File: config.mk
export PLATFORM = sky130hd
export DESIGN_NAME = totalistic_cellular_automaton_pass
export DESIGN_NICKNAME = d
export VERILOG_FILES = /design/src/tcap_pkg.sv /design/src/tcap_cfg_regs.sv /design/src/tcap_line_buffer.sv /design/src/tcap_cell_update.sv /design/src/totalistic_cellular_automaton_pass.sv
export VERILOG_INCLUDE_DIRS = /design/src /design/src/src
export SDC_FILE = /design/constraint.sdc
export NUM_CORES = 2
export LEC_CHECK = 0
export CAP_MARGIN = 20
export CORE_ASPECT_RATIO = 1.2
export CORE_UTILIZATION = 50
export CTS_BUF_LIST = sky130_fd_sc_hd__clkbuf_4
export CTS_CLUSTER_SIZE = 16
export DETAILED_ROUTE_END_ITERATION = 16
export DONT_BUFFER_PORTS = 1
export PLACE_DENSITY = 0.73
export SLEW_MARGIN = 25
export SYNTH_ARGS = -nofsm -noshare
export SYNTH_HDL_FRONTEND = slang
export SYNTH_SLANG_ARGS = --single-unit
File: constraint.sdc
create_clock -name clk -period 9.3 [get_ports clk]
set_clock_uncertainty 0.1 [all_clocks]
set_input_delay 1.395 -clock clk [delete_from_list [all_inputs] [get_ports clk]]
set_output_delay 1.395 -clock clk [all_outputs]
set_load 0.03 [all_outputs]
File: src/totalistic_cellular_automaton_pass_defines.svh
// Assertion macros shared by the cellular automaton pass RTL.
`ifndef TOTALISTIC_CELLULAR_AUTOMATON_PASS_DEFINES_SVH
`define TOTALISTIC_CELLULAR_AUTOMATON_PASS_DEFINES_SVH

`ifndef NO_ASSERTIONS

// Condition must never hold while out of reset.
`define TCAP_ASSERT_NEVER(label, clk, rst, expr, msg) \
  label: assert property (@(posedge clk) disable iff (rst) !(expr)) else $error(msg);

// Antecedent implies consequent in the same cycle.
`define TCAP_ASSERT_IMPLY(label, clk, rst, ante, cons, msg) \
  label: assert property (@(posedge clk) disable iff (rst) (ante) |-> (cons)) else $error(msg);

// Antecedent implies consequent in the next cycle.
`define TCAP_ASSERT_NEXT(label, clk, rst, ante, cons, msg) \
  label: assert property (@(posedge clk) disable iff (rst) (ante) |=> (cons)) else $error(msg);

`else

`define TCAP_ASSERT_NEVER(label, clk, rst, expr, msg)
`define TCAP_ASSERT_IMPLY(label, clk, rst, ante, cons, msg)
`define TCAP_ASSERT_NEXT(label, clk, rst, ante, cons, msg)

`endif

`endif

File: src/tcap_pkg.sv
// Types and constants of the cellular automaton pass.
package tcap_pkg;

  localparam int CFG_INDEX_BITS = 3;
  localparam int CFG_DATA_BITS  = 56;

  localparam logic [CFG_INDEX_BITS-1:0] CFG_GRID_WIDTH     = 3'd0;
  localparam logic [CFG_INDEX_BITS-1:0] CFG_GRID_HEIGHT    = 3'd1;
  localparam logic [CFG_INDEX_BITS-1:0] CFG_NINE_CELL_MODE = 3'd2;
  localparam logic [CFG_INDEX_BITS-1:0] CFG_RULE_COUNT     = 3'd3;
  localparam logic [CFG_INDEX_BITS-1:0] CFG_RULE_TABLE     = 3'd4;

  localparam int CELL_BITS    = 2;
  localparam int SIZE_BITS    = 9;
  localparam int ROW_BITS     = 8;
  localparam int COUNT_BITS   = 16;
  localparam int RULE_BITS    = 5;
  localparam int MIN_SIZE     = 3;
  localparam int HEIGHT_LIMIT = 256;
  localparam int RULE_LIMIT   = 28;
  localparam int CROSS_CELLS  = 5;
  localparam int MOORE_CELLS  = 9;

  localparam logic [COUNT_BITS-1:0] COUNT_MAX = 16'hFFFF;

  typedef struct packed {
    logic [CELL_BITS-1:0] cell_value;
    logic                 frame_end;
  } tcap_in_t;

  typedef struct packed {
    logic [CELL_BITS-1:0]  new_value;
    logic [ROW_BITS-1:0]   center_row;
    logic [ROW_BITS-1:0]   center_col;
    logic                  changed;
    logic [COUNT_BITS-1:0] change_total;
    logic                  crossed_over;
    logic                  pass_end;
  } tcap_out_t;

  // Register values as the datapath uses them (height and rule count clamped).
  typedef struct packed {
    logic [SIZE_BITS-1:0]     grid_height;
    logic                     nine_cell_mode;
    logic [RULE_BITS-1:0]     rule_count;
    logic [CFG_DATA_BITS-1:0] rule_table;
  } tcap_cfg_t;

endpackage

File: src/tcap_cfg_regs.sv
// Configuration registers with range clamping.
module tcap_cfg_regs #(
  parameter int MAX_WIDTH = 256,
  parameter int WW = 9
) (
  input  logic                               clk,
  input  logic                               rst,
  input  logic                               cfg_wr_en,
  input  logic [tcap_pkg::CFG_INDEX_BITS-1:0] cfg_index,
  input  logic [tcap_pkg::CFG_DATA_BITS-1:0]  cfg_data,
  output tcap_pkg::tcap_cfg_t                cfg,
  output logic [WW-1:0]                      width_eff
);
  import tcap_pkg::*;

  logic [SIZE_BITS-1:0]     grid_width;
  logic [SIZE_BITS-1:0]     grid_height;
  logic                     nine_cell_mode;
  logic [RULE_BITS-1:0]     rule_count;
  logic [CFG_DATA_BITS-1:0] rule_table;
  logic [WW-1:0]            width_raw;

  always_ff @(posedge clk) begin
    if (rst) begin
      grid_width     <= SIZE_BITS'(256);
      grid_height    <= SIZE_BITS'(HEIGHT_LIMIT);
      nine_cell_mode <= 1'b0;
      rule_count     <= RULE_BITS'(RULE_LIMIT);
      rule_table     <= '0;
    end else if (cfg_wr_en) begin
      case (cfg_index)
        CFG_GRID_WIDTH:     grid_width     <= cfg_data[SIZE_BITS-1:0];
        CFG_GRID_HEIGHT:    grid_height    <= cfg_data[SIZE_BITS-1:0];
        CFG_NINE_CELL_MODE: nine_cell_mode <= cfg_data[0];
        CFG_RULE_COUNT:     rule_count     <= cfg_data[RULE_BITS-1:0];
        CFG_RULE_TABLE:     rule_table     <= cfg_data;
        default: ;
      endcase
    end
  end

  assign width_raw = WW'(grid_width);

  always_comb begin
    if (width_raw < WW'(MIN_SIZE)) begin
      width_eff = WW'(MIN_SIZE);
    end else if (width_raw > WW'(MAX_WIDTH)) begin
      width_eff = WW'(MAX_WIDTH);
    end else begin
      width_eff = width_raw;
    end

    if (grid_height < SIZE_BITS'(MIN_SIZE)) begin
      cfg.grid_height = SIZE_BITS'(MIN_SIZE);
    end else if (grid_height > SIZE_BITS'(HEIGHT_LIMIT)) begin
      cfg.grid_height = SIZE_BITS'(HEIGHT_LIMIT);
    end else begin
      cfg.grid_height = grid_height;
    end

    cfg.rule_count = (rule_count > RULE_BITS'(RULE_LIMIT)) ? RULE_BITS'(RULE_LIMIT)
                                                            : rule_count;
    cfg.nine_cell_mode = nine_cell_mode;
    cfg.rule_table     = rule_table;
  end

endmodule

File: src/tcap_line_buffer.sv
// Two line stores with registered read, write bypass and clearing pass.
module tcap_line_buffer #(
  parameter int MAX_WIDTH = 256,
  parameter int CELL_BITS = 2,
  parameter int CW = 8
) (
  input  logic                 clk,
  input  logic                 rst,
  input  logic                 rd_en,
  input  logic [CW-1:0]        rd_addr,
  input  logic                 wr_en,
  input  logic [CW-1:0]        wr_addr,
  input  logic [CELL_BITS-1:0] wr_upper,
  input  logic [CELL_BITS-1:0] wr_middle,
  output logic [CELL_BITS-1:0] rd_upper,
  output logic [CELL_BITS-1:0] rd_middle,
  output logic                 clearing
);

  logic [CELL_BITS-1:0] upper_mem  [MAX_WIDTH];
  logic [CELL_BITS-1:0] middle_mem [MAX_WIDTH];
  logic [CW-1:0]        clr_addr;
  logic [CW-1:0]        mem_addr;
  logic [CELL_BITS-1:0] mem_upper;
  logic [CELL_BITS-1:0] mem_middle;
  logic                 mem_we;
  logic                 bypass;

  always_ff @(posedge clk) begin
    if (rst) begin
      clearing <= 1'b1;
      clr_addr <= '0;
    end else if (clearing) begin
      clr_addr <= clr_addr + CW'(1);
      if (clr_addr == CW'(MAX_WIDTH - 1)) begin
        clearing <= 1'b0;
      end
    end
  end

  always_comb begin
    mem_we     = clearing || wr_en;
    mem_addr   = clearing ? clr_addr : wr_addr;
    mem_upper  = clearing ? '0 : wr_upper;
    mem_middle = clearing ? '0 : wr_middle;
    bypass     = wr_en && (wr_addr == rd_addr);
  end

  always_ff @(posedge clk) begin
    if (mem_we) begin
      upper_mem[mem_addr]  <= mem_upper;
      middle_mem[mem_addr] <= mem_middle;
    end
  end

  // Forward the data written in the same cycle to the same column.
  always_ff @(posedge clk) begin
    if (rd_en) begin
      rd_upper  <= bypass ? wr_upper  : upper_mem[rd_addr];
      rd_middle <= bypass ? wr_middle : middle_mem[rd_addr];
    end
  end

endmodule

File: src/tcap_cell_update.sv
// Neighbourhood sum and rule table lookup for one window.
module tcap_cell_update (
  input  tcap_pkg::tcap_cfg_t            cfg,
  input  logic [tcap_pkg::CELL_BITS-1:0] win_a [3],
  input  logic [tcap_pkg::CELL_BITS-1:0] win_b [3],
  input  logic [tcap_pkg::CELL_BITS-1:0] top,
  input  logic [tcap_pkg::CELL_BITS-1:0] mid,
  input  logic [tcap_pkg::CELL_BITS-1:0] newest,
  output logic [tcap_pkg::CELL_BITS-1:0] new_value,
  output logic                           changed
);
  import tcap_pkg::*;

  localparam int SW = $clog2(MOORE_CELLS * ((1 << CELL_BITS) - 1) + 1);
  localparam int RW = (SW > RULE_BITS) ? SW : RULE_BITS;
  localparam int SHW = $clog2(MOORE_CELLS * ((1 << CELL_BITS) - 1) * CELL_BITS + 1);

  logic [SW-1:0]  cross_sum;
  logic [SW-1:0]  sum;
  logic [SHW-1:0] shift;
  logic [63:0]    table_ext;
  logic [CELL_BITS-1:0] center;
  logic [CELL_BITS-1:0] entry;

  always_comb begin
    center    = win_b[1];
    cross_sum = SW'(win_b[0]) + SW'(win_a[1]) + SW'(win_b[1]) + SW'(mid) + SW'(win_b[2]);
    sum       = cfg.nine_cell_mode
                ? cross_sum + SW'(win_a[0]) + SW'(win_a[2]) + SW'(top) + SW'(newest)
                : cross_sum;
    shift     = SHW'(sum) * SHW'(CELL_BITS);
    table_ext = {8'b0, cfg.rule_table};
    // Entries beyond the table read as zero.
    entry     = CELL_BITS'(table_ext >> shift);

    if (RW'(sum) < RW'(cfg.rule_count)) begin
      new_value = entry;
      changed   = (entry != center);
    end else begin
      new_value = center;
      changed   = 1'b0;
    end
  end

endmodule

File: src/totalistic_cellular_automaton_pass.sv
// Top level of the streamed totalistic cellular automaton pass.
//
// Cells of a grid enter in raster order on the in channel (in_valid, in_stall,
// in_data); the last cell of a grid carries frame_end. Each cell that closes a
// 3x3 window around an interior cell gives one item on the out channel with
// the new value of that centre cell, its position, the change count and the
// sticky crossed flag; other cells give no item.
// One cell is accepted per cycle while in_stall is low. An item reaches the output
// register after its cell is accepted: the accepting edge reads the line stores into
// the stage, and the edge at which the stage advances registers the sum, table lookup and result.
// After reset every column of the line stores is cleared, one column per cycle,
// with in_stall held high; configuration writes are taken.
// When the receiver stalls, the output item holds and the cell in the stage
// before it waits; in_stall rises only when that stage cannot drain or the line stores are clearing.
// Configuration is a plain write port (cfg_wr_en, cfg_index, cfg_data); the user
// must use it only while the block is idle, as the block itself does not enforce this.
`include "totalistic_cellular_automaton_pass_defines.svh"

module totalistic_cellular_automaton_pass #(
  parameter int MAX_WIDTH = 256
) (
  input  logic                                clk,
  input  logic                                rst,
  input  logic                                in_valid,
  output logic                                in_stall,
  input  tcap_pkg::tcap_in_t                  in_data,
  output logic                                out_valid,
  input  logic                                out_stall,
  output tcap_pkg::tcap_out_t                 out_data,
  input  logic                                cfg_wr_en,
  input  logic [tcap_pkg::CFG_INDEX_BITS-1:0] cfg_index,
  input  logic [tcap_pkg::CFG_DATA_BITS-1:0]  cfg_data
);
  import tcap_pkg::*;

  localparam int CW = $clog2(MAX_WIDTH);
  localparam int WW = (CW + 1 > SIZE_BITS) ? CW + 1 : SIZE_BITS;

  tcap_cfg_t cfg;
  logic [WW-1:0] width_eff;

  logic                 accept;
  logic                 clearing;
  logic [ROW_BITS-1:0]  row_pos;
  logic [CW-1:0]        col_pos;
  logic                 col_last;
  logic                 row_last;

  logic                 s1_valid;
  logic                 s1_valid_next;
  logic                 s1_adv;
  logic [CELL_BITS-1:0] s1_cell;
  logic                 s1_fend;
  logic [ROW_BITS-1:0]  s1_row;
  logic [CW-1:0]        s1_col;
  logic [CELL_BITS-1:0] rd_upper;
  logic [CELL_BITS-1:0] rd_middle;

  logic [CELL_BITS-1:0] win_a [3];
  logic [CELL_BITS-1:0] win_b [3];

  logic [CELL_BITS-1:0]   upd_value;
  logic                   upd_changed;
  logic                   has_result;
  logic [ROW_BITS-1:0]    center_row;
  logic [CW-1:0]          center_col;
  logic                   on_ring;
  logic [COUNT_BITS-1:0]  change_counter;
  logic [COUNT_BITS-1:0]  change_counter_next;
  logic                   crossed_flag;
  logic                   crossed_flag_next;
  logic                   s1_pass_end;

  tcap_cfg_regs #(
    .MAX_WIDTH(MAX_WIDTH),
    .WW(WW)
  ) u_cfg (
    .clk(clk),
    .rst(rst),
    .cfg_wr_en(cfg_wr_en),
    .cfg_index(cfg_index),
    .cfg_data(cfg_data),
    .cfg(cfg),
    .width_eff(width_eff)
  );

  tcap_line_buffer #(
    .MAX_WIDTH(MAX_WIDTH),
    .CELL_BITS(CELL_BITS),
    .CW(CW)
  ) u_lines (
    .clk(clk),
    .rst(rst),
    .rd_en(accept),
    .rd_addr(col_pos),
    .wr_en(s1_adv),
    .wr_addr(s1_col),
    .wr_upper(rd_middle),
    .wr_middle(s1_cell),
    .rd_upper(rd_upper),
    .rd_middle(rd_middle),
    .clearing(clearing)
  );

  tcap_cell_update u_update (
    .cfg(cfg),
    .win_a(win_a),
    .win_b(win_b),
    .top(rd_upper),
    .mid(rd_middle),
    .newest(s1_cell),
    .new_value(upd_value),
    .changed(upd_changed)
  );

  // Handshake
  assign s1_adv   = s1_valid && (!out_valid || !out_stall);
  assign in_stall = clearing || (s1_valid && !s1_adv);
  assign accept   = in_valid && !in_stall;
  assign s1_valid_next = accept || (s1_valid && !s1_adv);

  // Raster position of the arriving cell
  assign col_last = (WW'(col_pos) + WW'(1)) >= width_eff;
  assign row_last = (SIZE_BITS'(row_pos) + SIZE_BITS'(1)) >= cfg.grid_height;

  always_ff @(posedge clk) begin
    if (rst) begin
      row_pos <= '0;
      col_pos <= '0;
    end else if (accept) begin
      if (in_data.frame_end) begin
        row_pos <= '0;
        col_pos <= '0;
      end else if (col_last) begin
        col_pos <= '0;
        row_pos <= row_last ? '0 : row_pos + ROW_BITS'(1);
      end else begin
        col_pos <= col_pos + CW'(1);
      end
    end
  end

  always_ff @(posedge clk) begin
    if (rst) begin
      s1_valid <= 1'b0;
    end else begin
      s1_valid <= s1_valid_next;
    end
  end

  always_ff @(posedge clk) begin
    if (accept) begin
      s1_cell <= in_data.cell_value;
      s1_fend <= in_data.frame_end;
      s1_row  <= row_pos;
      s1_col  <= col_pos;
    end
  end

  // Window columns: b is one column left of the cell in the stage, a two columns left
  always_ff @(posedge clk) begin
    if (rst) begin
      for (int i = 0; i < 3; i++) begin
        win_a[i] <= '0;
        win_b[i] <= '0;
      end
    end else if (s1_adv) begin
      for (int i = 0; i < 3; i++) begin
        win_a[i] <= win_b[i];
      end
      win_b[0] <= rd_upper;
      win_b[1] <= rd_middle;
      win_b[2] <= s1_cell;
    end
  end

  // Result of the cell in the stage
  always_comb begin
    has_result  = (s1_row >= ROW_BITS'(2)) && (s1_col >= CW'(2));
    center_row  = s1_row - ROW_BITS'(1);
    center_col  = s1_col - CW'(1);
    on_ring     = (center_row == ROW_BITS'(1)) || (center_col == CW'(1))
                  || ((SIZE_BITS'(center_row) + SIZE_BITS'(2)) == cfg.grid_height)
                  || ((WW'(center_col) + WW'(2)) == width_eff);
    s1_pass_end = ((SIZE_BITS'(s1_row) + SIZE_BITS'(1)) >= cfg.grid_height)
                  && ((WW'(s1_col) + WW'(1)) >= width_eff);

    change_counter_next = change_counter;
    if (has_result && upd_changed && (change_counter != COUNT_MAX)) begin
      change_counter_next = change_counter + COUNT_BITS'(1);
    end
    crossed_flag_next = crossed_flag
                        || (has_result && (upd_value != '0) && on_ring);
  end

  // Clear the pass statistics after the frame's last cell
  always_ff @(posedge clk) begin
    if (rst) begin
      change_counter <= '0;
      crossed_flag   <= 1'b0;
    end else if (s1_adv) begin
      if (s1_fend) begin
        change_counter <= '0;
        crossed_flag   <= 1'b0;
      end else begin
        change_counter <= change_counter_next;
        crossed_flag   <= crossed_flag_next;
      end
    end
  end

  always_ff @(posedge clk) begin
    if (rst) begin
      out_valid <= 1'b0;
    end else if (s1_adv) begin
      out_valid <= has_result;
    end else if (!out_stall) begin
      out_valid <= 1'b0;
    end
  end

  always_ff @(posedge clk) begin
    if (s1_adv && has_result) begin
      out_data.new_value    <= upd_value;
      out_data.center_row   <= center_row;
      out_data.center_col   <= ROW_BITS'(center_col);
      out_data.changed      <= upd_changed;
      out_data.change_total <= change_counter_next;
      out_data.crossed_over <= crossed_flag_next;
      out_data.pass_end     <= s1_pass_end;
    end
  end

  `TCAP_ASSERT_NEXT(a_stage_holds, clk, rst, s1_valid && !s1_adv, s1_valid && $stable(s1_col), "stalled stage lost its cell")
  `TCAP_ASSERT_IMPLY(a_change_counted, clk, rst, out_valid && out_data.changed, out_data.change_total != '0, "change reported with zero total")
  `TCAP_ASSERT_NEXT(a_counter_monotonic, clk, rst, s1_adv && !s1_fend, change_counter >= $past(change_counter), "change counter decreased within a pass")
  `TCAP_ASSERT_NEVER(a_no_result_clearing, clk, rst, clearing && s1_valid, "cell in stage during line store clearing")

endmodule
Yosys cells after proc, flatten, opt, wreduce, memory -nomap -nowiden
Memory sizes are Yosys's and may differ from the RTL's. A register that Yosys moved wholly into a read port is not among the register bits. Cells that the tools add are included.

Register bits: 192. Bits in latches: 0. RAM bits: 1024. Bits in read-only memories: 0. Input bits: 67. Output and inout port bits: 39. Word-level logic and storage cells: 133. Memories: 2.

Add/subtract/negate cells: 20. Multipliers: 0. Divide/modulo/power cells: 0. $lt $le $gt $ge: 12. Eq/ne operators: 12. Shifts and indexed selects: 1. Mux-type cells: 25. Bitwise logic cells: 0. Reductions and logical operators: 31.

Memory list: u_lines.middle_mem (depth 256, bits a word 2, rd ports 1, clocked after Yosys merged registers in 1, write ports 1, RTL line tcap_line_buffer.sv:21) `logic [CELL_BITS-1:0] middle_mem [MAX_WIDTH];`; u_lines.upper_mem (depth 256, bits a word 2, rd ports 1, clocked after Yosys merged registers in 1, write ports 1, RTL line tcap_line_buffer.sv:20) `logic [CELL_BITS-1:0] upper_mem [MAX_WIDTH];`.

Operators by type and width (count): 56-bit by 6-bit right shift with 2-bit output (1); 8-bit 2-to-1 mux (6); 8-bit by 1-bit adder with 9-bit output (second input constant) (4); 9-bit >= comparator (4); 9-bit 2-to-1 mux (4); 5-bit by 2-bit adder with 5-bit output (7); 16-bit 2-to-1 mux (2); 8-bit by 1-bit adder with 8-bit output (second input constant) (3); 8-bit by 2-bit adder with 9-bit output (second input constant) (2); 9-bit equality test (2); 9-bit greater-than comparator (second input constant) (2); 9-bit by 2-bit < comparator with 1-bit output (second input constant) (2); 16-bit by 1-bit adder with 16-bit output (second input constant) (1); 8-bit by 1-bit equality test with 1-bit output (second input constant) (2); 8-bit by 2-bit >= comparator with 1-bit output (second input constant) (2); 16-bit inequality test (second input constant) (1); 8-bit by 1-bit subtractor with 8-bit output (second input constant) (2); 2-bit AND reduction (6); 1-bit logical AND (10); 5-bit 2-to-1 mux (2); 8-bit equality test (second input constant) (1); 1-bit logical OR (8); 1-bit 2-to-1 mux (8); 3-bit by 2-bit equality test with 1-bit output (second input constant) (2); 11 further kinds (17).

Logic depth before layout (Yosys ltp)
Depth in word-level cells: 16. Mapped depth: 29. Depth with buffers taken out: 26.

By module
Synthesis repeated with hierarchy kept, for this count alone.

Cell total of the unflattened synthesis: 3412. Area total of the unflattened synthesis: 51747.1 µm².

Modules (own cells, without submodules): tcap_line_buffer (times used 1, cells each 2269, area an instance 41396.0 µm², seq. area each 31049.8 µm²); totalistic_cellular_automaton_pass (times used 1, cells each 624, area an instance 6093.3 µm², seq. area each 2622.5 µm²); tcap_cfg_regs (times used 1, cells each 373, area an instance 3014.1 µm², seq. area each 1601.5 µm²); tcap_cell_update (times used 1, cells each 146, area an instance 1243.7 µm², seq. area each 0.0 µm²).

Worst setup path after synthesis
OpenSTA, ideal clock, no wires.

Path type: reg2reg. Start: reg u_lines.clearing. End: mem u_lines.upper_mem[0][0], data pin. Setup time: 1460 ps. Arrival time: 7197 ps. Data required time: 7740 ps. Setup slack: 543 ps. Stages on the path, launching flop included: 5. Path buffers: 3. Period minus slack after synthesis: 8757 ps. Cells stage by stage: dfxtp_1 -> clkbuf_1 -> clkbuf_1 -> buf_1 -> nor2b_1.

Cells in the longest elaborated chain, start to end: 1.

RTL lines: start, declared (RTL line tcap_line_buffer.sv:17) `output logic clearing`; start signal, assigned (RTL line tcap_line_buffer.sv:31) `clearing <= 1'b1;`; start signal, assigned (RTL line tcap_line_buffer.sv:36) `clearing <= 1'b0;`; 2-bit 2-to-1 mux (RTL line tcap_line_buffer.sv:44) `mem_upper = clearing ? '0 : wr_upper;`; via u_lines.mem_upper[0] (RTL line tcap_line_buffer.sv:24) `logic [CELL_BITS-1:0] mem_upper;`; end, declared (RTL line tcap_line_buffer.sv:20).

The timed path passes the listed nets, and every way through them passes these cells.

Worst setup path after layout
Start: reg win_b[4] (netlist bit). End: reg out_data[3] (netlist bit), data pin.

Cells in the longest elaborated chain, start to end: 15. Elaborated cells between the ends (all ways): 16. Those cells by class: 8 x add/sub; 1 x order compare; 1 x eq/ne; 1 x shift; 3 x mux; 2 x reduce/logical.

RTL lines: start, declared (RTL line totalistic_cellular_automaton_pass.sv:60) `logic [CELL_BITS-1:0] win_b [3];`; 2-bit by 2-bit adder with 3-bit output (*) (RTL line tcap_cell_update.sv:27) `cross_sum = SW'(win_b[0]) + SW'(win_a[1]) + SW'(win_b[1]) + SW'(mid) + SW'(win_b[2]);`; 5-bit by 2-bit adder with 5-bit output (*) (3 in series) (RTL line tcap_cell_update.sv:27); 5-bit by 2-bit adder with 5-bit output (4 in series) (RTL line tcap_cell_update.sv:29) `? cross_sum + SW'(win_a[0]) + SW'(win_a[2]) + SW'(top) + SW'(newest)`; 5-bit 2-to-1 mux (*) (RTL line tcap_cell_update.sv:29); 56-bit by 6-bit right shift with 2-bit output (RTL line tcap_cell_update.sv:34) `entry = CELL_BITS'(table_ext >> shift);`; 2-bit inequality test (RTL line tcap_cell_update.sv:38) `changed = (entry != center);`; 1-bit 2-to-1 mux (*) (RTL line tcap_cell_update.sv:36) `if (RW'(sum) < RW'(cfg.rule_count)) begin`; 1-bit logical AND (*) (2 in series) (RTL line totalistic_cellular_automaton_pass.sv:189) `if (has_result && upd_changed && (change_counter != COUNT_MAX)) begin`; 16-bit 2-to-1 mux (*) (RTL line totalistic_cellular_automaton_pass.sv:189); via change_counter_next[1] (RTL line totalistic_cellular_automaton_pass.sv:69) `logic [COUNT_BITS-1:0] change_counter_next;`; end, declared (RTL line totalistic_cellular_automaton_pass.sv:29) `output tcap_pkg::tcap_out_t out_data,`.

Mark *: on every way through the listed nets, which the timed path passes. The rest lies on a longest branch. A chain may end at the register's enable or synchronous reset.

==> tab_implementation.tex <==
\begin{tabular}{lr}
\hline
Metric & Value \\
\hline
\multicolumn{2}{l}{\textbf{Worst setup path}} \\
Element type at the critical path end & flop \\
Signal arrival time at the worst endpoint & 8.92 ns \\
CP Launch Type & flop \\
Peak per-stage delay on the critical path & 0.64 ns \\
Startpoint-to-endpoint class of the critical path & reg2reg \\
Worst path most repeated cell & sky130\_fd\_sc\_hd\_\_fa\_1 \\
Number of cells on the worst reg-to-reg path & 23 \\
Data required, critical path & 10.07 ns \\
R2r setup slk & $\sim$1.2 ns \\
Crit Path Max Fanout & 20 \\
Timing startpoint of the critical path & win\_b[4] \\
Crit-path leading delay family & adder cells \\
Worst path slowest cell & sky130\_fd\_sc\_hd\_\_nor2\_2 \\
Critical register-to-register path startpoint & win\_b[4] \\
Worst setup path endpoint & out\_data[3] \\
RR Endpoint & out\_data[3] \\
Logic depth of the worst path, buffers included & 23 \\
Ordered cell list for the critical path & ha\_1 > fa\_1 > inv\_1 > fa\_1 > fa\_1 > inv\_1 > ha\_1 > inv\_1 > fa\_1 > inv\_1 > fa\_1 > inv\_1 > fa\_1 > xnor2\_2 > a21o\_1 > buf\_4 > mux2i\_1 > a2111oi\_0 > or4\_1 > mux2i\_1 > a41o\_1 > nor2\_2 > mux2\_1 \\
Buf/Inv on CP & 6 \\
\multicolumn{2}{l}{\textbf{Layout}} \\
Final layout net count & approximately 3.4k \\
Share of layout cells above drive strength 1 & 0.2482 \\
End-of-flow core utilization & 0.5537 \\
Commonest non-fill, non-tap cell in the layout & sky130\_fd\_sc\_hd\_\_edfxtp\_1 \\
Non-Filler Instances & 4795 \\
Layout Area Growth over Synthesis & 9.618\% \\
Most frequent cells in the layout & sky130\_fd\_sc\_hd\_\_edfxtp\_1, sky130\_fd\_sc\_hd\_\_clkbuf\_4, sky130\_fd\_sc\_hd\_\_mux4\_2 \\
\multicolumn{2}{l}{\textbf{Synthesis}} \\
Syn Nets & 3223 \\
Post-synthesis cell area & 51370 um2 \\
Number of flops mapped to enable cells by yosys & 1084 \\
Post-synth ARST share & 0 \\
Number of standard cells after synthesis & 3082 \\
Syn. warnings & 0 \\
Seq/Total Area, Yosys & 0.6866 \\
Most common flop cell mapped by yosys & sky130\_fd\_sc\_hd\_\_edfxtp\_1 \\
Post-synthesis cell type with the largest combined area & sky130\_fd\_sc\_hd\_\_edfxtp\_1 \\
Flop and latch count out of synthesis & roughly 1.2k \\
Area share of the largest cell type after synthesis & 0.6336 \\
Post-synthesis area per instance & 16.67 um2 \\
Number of different library cells in the post-synthesis netlist & 80 \\
Largest cells by area after synthesis & sky130\_fd\_sc\_hd\_\_edfxtp\_1, sky130\_fd\_sc\_hd\_\_mux4\_2, sky130\_fd\_sc\_hd\_\_dfxtp\_1, sky130\_fd\_sc\_hd\_\_nor2\_1, sky130\_fd\_sc\_hd\_\_nand2\_1 \\
\multicolumn{2}{l}{\textbf{Global route}} \\
Wire length of the first global-routing pass & $\sim$170000 um \\
Vias in the first global route & roughly 30k \\
Number of antenna violations at the first check in global routing & 2 \\
Overall routing resource usage & 0.2237 \\
Total overflow reported by the global router & 0 \\
Maximum number of pins on one net before global-route repair & 210 \\
\multicolumn{2}{l}{\textbf{Drt}} \\
Router iterations before antenna repair & 5 \\
Via density per instance & a little under 6 \\
Starting DRC count in detailed routing & 2480 \\
Wirelength, routed & 114500 um \\
Detailed-route via count & 28.51k \\
Number of nets still failing antenna checks after routing & 0 \\
\# DRC & 0 \\
Average wire per cell in the routed design & 23.88 um \\
\multicolumn{2}{l}{\textbf{Clock tree}} \\
Clock transition time at the flip-flop clock pins of the worst setup and hold paths & roughly 0.090 ns \\
Number of sinks handled by clock tree synthesis & between 1k and 1.5k \\
Post-CTS setup buffer count & 0 \\
Quantity of hold-fixing buffers added after cts & 0 \\
Number of buffers inserted during clock tree synthesis & 297 \\
Root cell of the clock tree & sky130\_fd\_sc\_hd\_\_clkbuf\_4 \\
Later-pin clock latency in the skew report & between 1 and 1.5 ns \\
Clock tree from TritonCTS & yes \\
Clk buf depth & 4 \\
Max H-tree Level & 5 \\
Resized cells post-CTS & 0 \\
\multicolumn{2}{l}{\textbf{Floorplanning}} \\
Full die area & 104000 um2 \\
Core area & 101700 um2 \\
Y dimension of the die & 353.1 um \\
Top-level I/O count & 106 \\
Starting density of the core & 0.5051 \\
Die W & 294.6 um \\
Total number of placement rows & 128 \\
\multicolumn{2}{l}{\textbf{Power}} \\
Static power due to leakage & 0.02034 uW \\
Sw Ratio & 0.2077 \\
Internal power contribution & around 8000 uW \\
Portion of total power attributed to sequential cells & 0.582 \\
Combinational share of power & 0.010 \\
Net switching component of the power & 2102 uW \\
Clock share of power & 0.407 \\
Power density over the cells & approximately 180 nW/um2 \\
IR Drop Worst-Case VDD & 0.1007 mV \\
\multicolumn{2}{l}{\textbf{STA}} \\
Relative slew slack & 0.3052 \\
Post-Route Hold Slack & 0.2102 ns \\
Accumulated negative setup slack & 0 ns \\
Number of hold violations in the final report & 0 \\
Minimum period implied by the final worst setup slack & 8.148 ns \\
Unrepaired setup endpoints after global routing & no \\
Number of max-slew violations in the final report & 0 \\
Crit share post-route & 0.8761 \\
Max Fclk & 122.7 MHz \\
Slew of the pin with the lowest slew margin & 1.042 ns \\
Final number of setup-violating endpoints & 0 \\
Final WS setup & 1.152 ns \\
\multicolumn{2}{l}{\textbf{Placed design}} \\
DP Worst Slack & 1.223 ns \\
Number of placed cells counting well taps & 4303 \\
\# port buffers & 0 \\
Hpwl dp & 71320 um \\
Gpl congestion & 0.8583 \\
\multicolumn{2}{l}{\textbf{Status}} \\
Result of the run & complete, no violations \\
\multicolumn{2}{l}{\textbf{Worst hold path}} \\
Class of the most critical hold timing path & in2reg \\
\multicolumn{2}{l}{\textbf{Job}} \\
Number of violations of the max-capacitance limit & 0 \\
\hline
\end{tabular}
[worst min-delay path by stage]
stage,start,end,slack [ns],depth (start not counted)
4_1_cts,rst,u_cfg.rule_table[1],0.07,1
3_5_place_dp,u_cfg.grid_width[1],u_cfg.grid_width[1],0.35,2
5_1_grt,rst,u_cfg.rule_table[1],0.13,1
3_3_place_gp,u_cfg.grid_width[1],u_cfg.grid_width[1],0.34,2
2_1_floorplan,col_pos[2],s1_col[2],0.31,0
6_report,cfg_data[36],u_cfg.rule_table[36],0.21,2
[worst reg2reg max path, delay by kind of cell, from the launching register on]
kind / cells / cell delay, ns
xor+xnor: 1 / 0.54
compound gates: 3 / 1.14
fa+ha+maj: 8 / 3.07
flops: 1 / 0.34
mux: 3 / 0.78
buf+inv: 6 / 0.66
simple gates: 2 / 1.25
[synth_stat cells (24+ instances only)]
cell / count
sky130_fd_sc_hd__a211oi_1: 26
sky130_fd_sc_hd__a21o_1: 30
sky130_fd_sc_hd__a21oi_1: 107
sky130_fd_sc_hd__clkbuf_1: 132
sky130_fd_sc_hd__dfxtp_1: 136
sky130_fd_sc_hd__edfxtp_1: 1084
sky130_fd_sc_hd__ha_1: 63
sky130_fd_sc_hd__inv_1: 71
sky130_fd_sc_hd__mux2i_1: 30
sky130_fd_sc_hd__mux4_2: 340
sky130_fd_sc_hd__nand2_1: 293
sky130_fd_sc_hd__nand3_1: 43
sky130_fd_sc_hd__nor2_1: 322
sky130_fd_sc_hd__nor3_1: 24
sky130_fd_sc_hd__xnor2_1: 51
sky130_fd_sc_hd__xor2_1: 32
[power by group through the flow]
stage,sequential (uW),combinational [uW],clock (uW)
global placement,6010,100,0
global route,5890,111,4490
CTS,5890,103,4210
floorplan,6010,76.1,0
detailed placement,6020,103,0
finish,5900,105,4120
[stage by stage]
| step | total power, uW | cell area, um2 |
|---|---|---|
| after floorplan | 6087 | 51370 |
| after global placement | 6115 | 52730 |
| after detailed placement | 6119 | 52760 |
| after CTS | 10210 | 56220 |
| after global routing | 10500 | 56310 |
| final | 10120 | 56310 |
[sequential cells by signal (all words and copies together) (netlist names), 2 cells and up]
name                flops
u_cfg.grid_width        9
col_pos                 8
row_pos                 8
change_counter         16
s1_cell                 2
u_lines.rd_middle       2
u_lines.upper_mem     512
u_lines.clr_addr        8
u_lines.middle_mem    512
s1_col                  8
u_cfg.rule_count        5
win_a                   6
u_cfg.rule_table       56
u_lines.rd_upper        2
win_b                   6
u_cfg.grid_height       9
s1_row                  8
out_data               37
[cell families (layout without fill, tap and decap cells)]
kind of cell             Yosys count  after routing  share of synthesized area
AO/OA/AOI/OAI                    274            274                    0.03549
XOR/XNOR                          85             85                    0.01500
adder cells (fa/ha/maj)           74             74                    0.01963
buffers and inverters            262            609                    0.02082
flip-flops                      1220           1220                     0.6866
multiplexers                     378            378                     0.1567
other                              0              1                          0
AND/OR/NAND/NOR                  789            789                    0.06569
[area by class of cell]
| cell class | count | area (um2) |
|---|---|---|
| Fill cell | 7711 | 45380 |
| Sequential cell | 1220 | 35290 |
| Multi-Input combinational cell | 1600 | 15090 |
| Clock buffer | 400 | 3003 |
| Tap cell | 1365 | 1708 |
| Timing Repair Buffer | 45 | 476.7 |
| Clock inverter | 88 | 456.7 |
| Inverter | 76 | 285.3 |
| Antenna cell | 1 | 2.502 |
[metal layers]
metal / track usage / wire, um / vias up
met5: 0 / 0 / -
met4: 0.1011 / 4340 / 0
met3: 0.05784 / 9194 / 242
met2: 0.3714 / 57890 / 1342
met1: 0.2755 / 43060 / 14430
li1: - / - / 12490
No activity file was read; power rests on OpenSTA's default activity.
